<file path="config.mk">
export PLATFORM = sky130hd
export DESIGN_NAME = uuencode_line_encoder
export DESIGN_NICKNAME = d
export VERILOG_FILES = /design/src/design/uule_pkg.sv /design/src/design/uuencode_line_encoder.sv /design/src/design/uule_store.sv /design/src/design/uule_enc.sv
export SDC_FILE = /design/constraint.sdc
export NUM_CORES = 1
export LEC_CHECK = 0
export BUFFER_PORTS_ARGS = -buffer_cell sky130_fd_sc_hd__buf_2
export CORE_ASPECT_RATIO = 1.4
export CORE_MARGIN = 10
export CORE_UTILIZATION = 50
export CTS_BUF_LIST = sky130_fd_sc_hd__clkbuf_8 sky130_fd_sc_hd__clkbuf_16
export DETAILED_ROUTE_END_ITERATION = 7
export PLACE_DENSITY = 0.63
export SYNTH_ARGS = -nofsm -noshare
export SYNTH_HDL_FRONTEND = slang
export SYNTH_SLANG_ARGS = --single-unit
</file>
<file path="constraint.sdc">
create_clock -name clk -period 7.35 [get_ports clk]
set_input_delay 0.735 -clock clk [delete_from_list [all_inputs] [get_ports clk]]
set_output_delay 0.735 -clock clk [all_outputs]
set_load 0.03 [all_outputs]
</file>
<file path="src/design/uule_pkg.sv">
// ----------------------------------------------------------------------------
// uule_pkg
// Word types shared by the uuencode line encoder and its test harnesses.
// ----------------------------------------------------------------------------
package uule_pkg;

  typedef struct packed {
    logic       has_byte;
    logic [7:0] data_byte;
    logic       end_of_input;
  } in_word_t;

  typedef struct packed {
    logic [6:0] out_char;
    logic       run_last;
  } out_word_t;

  // Character codes of the printable mapping
  localparam logic [6:0] BQ_CHAR    = 7'd96;
  localparam logic [6:0] SPACE_CHAR = 7'd32;
  localparam logic [6:0] NL_CHAR    = 7'd10;

endpackage

</file>
<file path="src/design/uuencode_line_encoder.sv">
// ----------------------------------------------------------------------------
// uuencode_line_encoder
// Collects raw bytes into a line buffer and emits uuencoded lines, one
// character per output word.
// ----------------------------------------------------------------------------
// Timing: the first character of a line, its length character, is registered
//   into the output word from S_LEN, which is entered when the word that
//   completes or ends the line is accepted.
// Flow: a byte that does not close a line is only stored. A line goes out as
//   the length character, then per group three buffer reads and four
//   characters, then the newline; at end of input the closing empty line
//   follows. No input is taken meanwhile; character states wait on the receiver.
// Reset (rst, synchronous): sequencer idle, line empty, output word dropped.
//   The line buffer is not cleared; only written entries are ever read.
// ----------------------------------------------------------------------------
module uuencode_line_encoder #(
  parameter int LINE_BYTES = 45
) (
  input  logic                 clk,
  input  logic                 rst,
  input  logic                 in_valid,
  output logic                 in_ready,
  input  uule_pkg::in_word_t   in_word,
  output logic                 out_valid,
  input  logic                 out_ready,
  output uule_pkg::out_word_t  out_word
);

  localparam int AW = (LINE_BYTES > 1) ? $clog2(LINE_BYTES) : 1;
  localparam int CW = $clog2(LINE_BYTES + 1);  // held count, 0..LINE_BYTES
  localparam int IW = $clog2(LINE_BYTES + 3);  // byte position, up to n+2

  typedef enum logic [6:0] {
    S_IDLE  = 7'b0000001,
    S_LEN   = 7'b0000010,   // length character
    S_FETCH = 7'b0000100,   // read three bytes of a group
    S_CHAR  = 7'b0001000,   // four characters of a group
    S_NL    = 7'b0010000,   // newline closing a data line
    S_END0  = 7'b0100000,   // backquote of the closing empty line
    S_END1  = 7'b1000000    // newline of the closing empty line
  } state_t;

  state_t          state;
  logic [CW-1:0]   held;       // bytes in the buffer
  logic [CW-1:0]   line_n;     // bytes of the line being emitted
  logic            fin_pend;   // closing empty line follows this line
  logic [IW-1:0]   byte_pos;   // first byte of the current group
  logic [1:0]      step;       // read step in S_FETCH, character in S_CHAR
  logic [23:0]     grp;        // group being encoded, shifts left 6 a char
  logic            rd_ok_d;    // last read was inside the line

  logic [CW-1:0]   held_inc;
  logic            acc;
  logic            full;
  logic            do_line;
  logic [IW-1:0]   rd_pos;
  logic            rd_ok;
  logic [IW-1:0]   next_pos;
  logic [7:0]      rdata;
  logic            adv;
  logic            emit;
  logic [5:0]      enc_val;
  logic [6:0]      enc_char;
  logic [6:0]      emit_char;
  logic            emit_last;

  // --------------------------------------------------------------------------
  // Input side
  // --------------------------------------------------------------------------
  assign in_ready = (state == S_IDLE);
  assign acc      = in_valid && in_ready;
  assign held_inc = held + CW'(1);
  assign full     = in_word.has_byte && (held_inc == CW'(LINE_BYTES));
  // a line goes out when the buffer fills, or at end with anything held
  assign do_line  = in_word.has_byte ? (full || in_word.end_of_input)
                                     : (in_word.end_of_input && (held != '0));

  // --------------------------------------------------------------------------
  // Buffer reads: one byte a cycle, positions past the line read as zero
  // --------------------------------------------------------------------------
  assign rd_pos   = byte_pos + IW'(step);
  assign rd_ok    = (state == S_FETCH) && (step != 2'd3) && (rd_pos < IW'(line_n));
  assign next_pos = byte_pos + IW'(3);

  uule_store #(
    .DEPTH (LINE_BYTES),
    .AW    (AW)
  ) u_store (
    .clk   (clk),
    .we    (acc && in_word.has_byte),
    .waddr (held[AW-1:0]),
    .wdata (in_word.data_byte),
    .re    (rd_ok),
    .raddr (rd_pos[AW-1:0]),
    .rdata (rdata)
  );

  // --------------------------------------------------------------------------
  // Character selection into the shared unit
  // --------------------------------------------------------------------------
  assign adv = !out_valid || out_ready;

  always_comb begin
    enc_val   = 6'd0;
    emit      = 1'b0;
    emit_char = uule_pkg::NL_CHAR;
    emit_last = 1'b0;
    unique case (state)
      S_LEN: begin
        enc_val   = 6'(line_n);
        emit      = adv;
        emit_char = enc_char;
      end
      S_CHAR: begin
        enc_val   = grp[23:18];
        emit      = adv;
        emit_char = enc_char;
      end
      S_NL: begin
        emit      = adv;
        emit_last = !fin_pend;
      end
      S_END0: begin
        emit      = adv;
        emit_char = enc_char;
      end
      S_END1: begin
        emit      = adv;
        emit_last = 1'b1;
      end
      default: begin
        emit = 1'b0;
      end
    endcase
  end

  uule_enc u_enc (
    .val       (enc_val),
    .char_code (enc_char)
  );

  // --------------------------------------------------------------------------
  // Sequencer
  // --------------------------------------------------------------------------
  always_ff @(posedge clk) begin
    if (rst) begin
      state    <= S_IDLE;
      held     <= '0;
      fin_pend <= 1'b0;
      step     <= 2'd0;
    end else begin
      unique case (state)
        S_IDLE: begin
          if (acc) begin
            if (do_line) begin
              line_n   <= in_word.has_byte ? held_inc : held;
              held     <= '0;
              fin_pend <= in_word.end_of_input;
              state    <= S_LEN;
            end else if (in_word.end_of_input) begin
              held  <= '0;
              state <= S_END0;
            end else if (in_word.has_byte) begin
              held <= held_inc;
            end
          end
        end
        S_LEN: begin
          if (adv) begin
            byte_pos <= '0;
            step     <= 2'd0;
            state    <= S_FETCH;
          end
        end
        S_FETCH: begin
          step <= step + 2'd1;
          if (step == 2'd3) begin
            state <= S_CHAR;
          end
        end
        S_CHAR: begin
          if (adv) begin
            step <= step + 2'd1;
            if (step == 2'd3) begin
              byte_pos <= next_pos;
              state    <= (next_pos < IW'(line_n)) ? S_FETCH : S_NL;
            end
          end
        end
        S_NL: begin
          if (adv) begin
            state <= fin_pend ? S_END0 : S_IDLE;
          end
        end
        S_END0: begin
          if (adv) begin
            state <= S_END1;
          end
        end
        S_END1: begin
          if (adv) begin
            fin_pend <= 1'b0;
            state    <= S_IDLE;
          end
        end
        default: begin
          state <= S_IDLE;
        end
      endcase
    end
  end

  // group register: bytes shift in during fetch, 6-bit fields shift out
  always_ff @(posedge clk) begin
    rd_ok_d <= rd_ok;
    if (state == S_FETCH && step != 2'd0) begin
      grp <= {grp[15:0], rd_ok_d ? rdata : 8'd0};
    end else if (state == S_CHAR && adv) begin
      grp <= {grp[17:0], 6'd0};
    end
  end

  // --------------------------------------------------------------------------
  // Output register
  // --------------------------------------------------------------------------
  always_ff @(posedge clk) begin
    if (rst) begin
      out_valid <= 1'b0;
    end else if (emit) begin
      out_valid <= 1'b1;
    end else if (out_ready) begin
      out_valid <= 1'b0;
    end
  end

  always_ff @(posedge clk) begin
    if (emit) begin
      out_word.out_char <= emit_char;
      out_word.run_last <= emit_last;
    end
  end

  // --------------------------------------------------------------------------
  // Assertions
  // --------------------------------------------------------------------------
  a_held_below_line: assert property (@(posedge clk) disable iff (rst)
    held < CW'(LINE_BYTES))
    else $error("held count reached a full line without emitting");

  a_line_nonempty: assert property (@(posedge clk) disable iff (rst)
    (state == S_LEN) |-> (line_n != '0))
    else $error("empty data line started");

  a_group_in_line: assert property (@(posedge clk) disable iff (rst)
    (state == S_CHAR) |-> (byte_pos < IW'(line_n)))
    else $error("group start beyond line length");

  a_end_last: assert property (@(posedge clk) disable iff (rst)
    (state == S_END1 && adv) |=> (out_valid && out_word.run_last
                                  && state == S_IDLE))
    else $error("closing newline not marked last");

  a_busy_holds_input: assert property (@(posedge clk) disable iff (rst)
    (state != S_IDLE) |=> $stable(held))
    else $error("held count changed while emitting");

endmodule

</file>
<file path="src/design/uule_store.sv">
// ----------------------------------------------------------------------------
// uule_store
// Line buffer: one write port, one read port, registered read data.
// ----------------------------------------------------------------------------
module uule_store #(
  parameter int DEPTH = 45,
  parameter int AW    = 6
) (
  input  logic          clk,
  input  logic          we,
  input  logic [AW-1:0] waddr,
  input  logic [7:0]    wdata,
  input  logic          re,
  input  logic [AW-1:0] raddr,
  output logic [7:0]    rdata
);

  logic [7:0] mem [DEPTH];

  always_ff @(posedge clk) begin
    if (we) begin
      mem[waddr] <= wdata;
    end
  end

  always_ff @(posedge clk) begin
    if (re) begin
      rdata <= mem[raddr];
    end
  end

endmodule

</file>
<file path="src/design/uule_enc.sv">
// ----------------------------------------------------------------------------
// uule_enc
// Shared character unit: maps a 6-bit value to its printable character.
// ----------------------------------------------------------------------------
module uule_enc (
  input  logic [5:0] val,
  output logic [6:0] char_code
);

  // zero goes out as a backquote, everything else is offset by a space
  assign char_code = (val == 6'd0) ? uule_pkg::BQ_CHAR
                                   : (uule_pkg::SPACE_CHAR + {1'b0, val});

endmodule

</file>
==> results_dict.tcl <==
set metrics [dict create \
    antenna_found_initial 0 \
    ys_dominant_reg_cell "edfxtp_1" \
    grt_max_degree 65 \
    synth-seq-cells 430 \
    hp-class "input port to register" \
    cts_tree "done" \
    synth_area_per_cell_um2 18.7 \
    maxCapViolCount 0 \
    max-slew-margin-rel 0.188 \
    grt_pass1_wl_mm 56.7 \
    power_switching_mw 1.20 \
    cp-end-kind "register" \
    critPathKind "register to register" \
    post_cts_buffers 0 \
    cp.depth 9 \
    worstSetupEndpoint "u_store.rdata[4]" \
    synth_nets 977 \
    gp_congestion 0.826 \
    rows 81 \
    synth_area_um2 17600 \
    postCtsHoldBufs 0 \
    via_per_inst 6.02 \
    dieHeight_um 242 \
    finalSetupTns_ns 0 \
    grtUsageTotal 0.175 \
    ff2ff_path_depth 9 \
    clock_latency_ns 0.54 \
    grt_pass1_vias 8899 \
    vias 8753 \
    io_buffers 23 \
    start_util 0.506 \
    fp.dieW_um 179 \
    p_sw_frac 0.227 \
    crit_chain "ha_4 > fa_4 > nand3_1 > xor2_1 > inv_1 > ha_1 > a21o_1 > a2111oi_2 > buf_2" \
    fin_worst_skew_ns 0.0115 \
    routed_wl_mm 37.3 \
    start_kind "register" \
    critPathLaunch "byte_pos[0]" \
    status "finished, final reports clean" \
    p_clk_frac 0.387 \
    wl_per_cell_um 25.7 \
    setup_violations 0 \
    final_nets 1001 \
    tightest_slew_ns 1.22 \
    cts_buffers 41 \
    critPathMaxStageDelay_ns 0.88 \
    crit_slowest_cell "xor2_1" \
    ff2ff_setup_slack_ns 2.87 \
    yosysSeqAreaShare 0.722 \
    cts-root-buf "clkbuf_16" \
    p_int_mw 4.10 \
    p_per_area_nw_per_um2 272 \
    required_ns 7.58 \
    h-tree-depth 2 \
    worst_slack_ns 2.87 \
    power_frac_seq 0.517 \
    comb_power_share 0.096 \
    crit_fanout 12 \
    fillers 2697 \
    p_leak_nw 6.18 \
    fmax_ghz 0.223 \
    rr_startpoint "byte_pos[0]" \
    area_delta_synth_final_pct 10.7 \
    yosys_warnings 0 \
    drc 0 \
    clkTransAtPathRegs_ns 0.06 \
    synth_edf_count 412 \
    arrival_ns 4.72 \
    ir_drop_mv 0.159 \
    finalCriticalPeriod_ns 4.48 \
    cts.sink_count 430 \
    first_pass_iters 5 \
    hold_viol 0 \
    ant_nets 0 \
    clk_path_buf_depth 3 \
    core_area_um2 34900 \
    dp.final_hpwl_mm 23.9 \
    slew_violations 0 \
    cts_resized 0 \
    cp_top_family "adder cells" \
    ys_types 68 \
    drt_iter0_drc 768 \
    final_cell_mix "edfxtp_1 (412), mux4_2 (106), nor2_1 (76), clkbuf_16 (42), nand2_1 (31)" \
    crit_buf_inv 2 \
    dieArea_um2 43300 \
    rsz0062_at_grt "false" \
    drive_gt1_frac 0.226 \
    preCtsSetupSlack_ns 2.85 \
    rr_endpoint "u_store.rdata[4]" \
    num_antenna_cells 0 \
    overflow 0 \
    async_flop_share 0 \
    ios 24 \
    final_common_cell "edfxtp_1" \
    fin_crit_sh 0.610 \
    netlist_instances 944 \
]
==> synth_stat cells, types with 3 or more instances <==
library cell | n | area share
buf_4 | 3 | 0.0013
nor3_1 | 7 | 0.0020
a32oi_1 | 3 | 0.0015
and3_1 | 9 | 0.0032
buf_2 | 14 | 0.0040
dfxtp_1 | 18 | 0.020
clkbuf_1 | 27 | 0.0057
nand3_1 | 13 | 0.0037
ha_1 | 18 | 0.013
a211oi_1 | 12 | 0.0051
mux2i_1 | 6 | 0.0034
nand2b_1 | 6 | 0.0021
buf_1 | 3 | 0.00064
xor2_1 | 7 | 0.0035
nand2_1 | 31 | 0.0066
o21ai_0 | 16 | 0.0045
nand4_1 | 4 | 0.0014
mux2_2 | 16 | 0.010
mux4_2 | 106 | 0.14
nor4_1 | 4 | 0.0014
edfxtp_1 | 412 | 0.70
nor2b_1 | 13 | 0.0046
a21oi_1 | 25 | 0.0071
nor2_1 | 76 | 0.016
inv_1 | 18 | 0.0038
nand3b_1 | 3 | 0.0013
or3_1 | 5 | 0.0018
xnor2_1 | 8 | 0.0040
a21o_1 | 5 | 0.0021
a31oi_1 | 6 | 0.0021
a22o_1 | 3 | 0.0015
==> final cells by class <==
class	count	area, um^2	area share
clock buffers	42	1050	0.0539
repair buffers	30	165	0.00847
clock inverters	32	260	0.0133
well taps	456	571	0.0292
inverters	19	72.6	0.00372
multi-input cells	446	4660	0.239
flip-flops and latches	430	12700	0.653
==> per-layer routing <==
layer	share of wire	routed length (um)	GRT usage	vias up
met3	0.050	1850	0.0267	69
li1	-	-	-	3860
met1	0.40	14800	0.228	4563
met5	0	0	0	-
met2	0.52	19400	0.291	261
met4	0.034	1260	0.0636	0
==> sequential cells by signal, summed over array words and instances, names as in the netlist <==
signal / flops
byte_pos: 6
state: 7
line_n: 6
held: 6
u_store.mem: 360
u_store.rdata: 8
out_word: 8
step: 2
rd_ok_d: 1
grp: 24
out_valid: 1
fin_pend: 1
==> metrics by stage <==
| step | total power, mW | instances | hold slack, ns | cell area, um^2 | util |
|---|---|---|---|---|---|
| 4_1_cts | 5.35 | 1455 | 0.482 | 19500 | 0.559 |
| 2_1_floorplan | 3.15 | 944 | 0.488 | 17600 | - |
| 6_report | 5.30 | 1455 | 0.501 | 19500 | 0.560 |
| 3_5_place_dp | 3.31 | 1381 | 0.535 | 18200 | 0.522 |
| 3_3_place_gp | 3.30 | 1380 | 0.527 | 18200 | 0.522 |
| 5_1_grt | 5.48 | 1455 | 0.526 | 19500 | 0.560 |
==> worst min-delay path, stage by stage <==
cell	delay (ns)
buf_2	0.14
inv_1	0.06
o31ai_1	0.06
==> how the worst min path moves through the flow <==
stage / startpoint / to / cells after the start
2_1_floorplan: state[6] / state[6] / 2
3_3_place_gp: state[6] / state[6] / 2
3_5_place_dp: state[6] / state[6] / 2
4_1_cts: in_word[0] / fin_pend / 3
5_1_grt: in_word[0] / fin_pend / 3
6_report: in_word[0] / fin_pend / 3
==> kinds of logic (layout without fill, tap and decap cells) <==
group / Yosys count / count (layout) / synth area share
buf+inv: 68 / 123 / 0.0170
compound gates: 96 / 96 / 0.0363
mux: 128 / 128 / 0.149
flops: 430 / 430 / 0.722
simple gates: 187 / 187 / 0.0532
xor+xnor: 16 / 16 / 0.00837
fa+ha+maj: 19 / 19 / 0.0139
==> power by group through the flow <==
stage          registers, mW  clock network (mW)  logic [mW]
3_5_place_dp            2.80                   0       0.512
2_1_floorplan           2.79                   0       0.364
4_1_cts                 2.74                2.09       0.513
6_report                2.74                2.05       0.507
5_1_grt                 2.75                2.19       0.550
3_3_place_gp            2.79                   0       0.509
No activity file was read; power rests on OpenSTA's default activity.
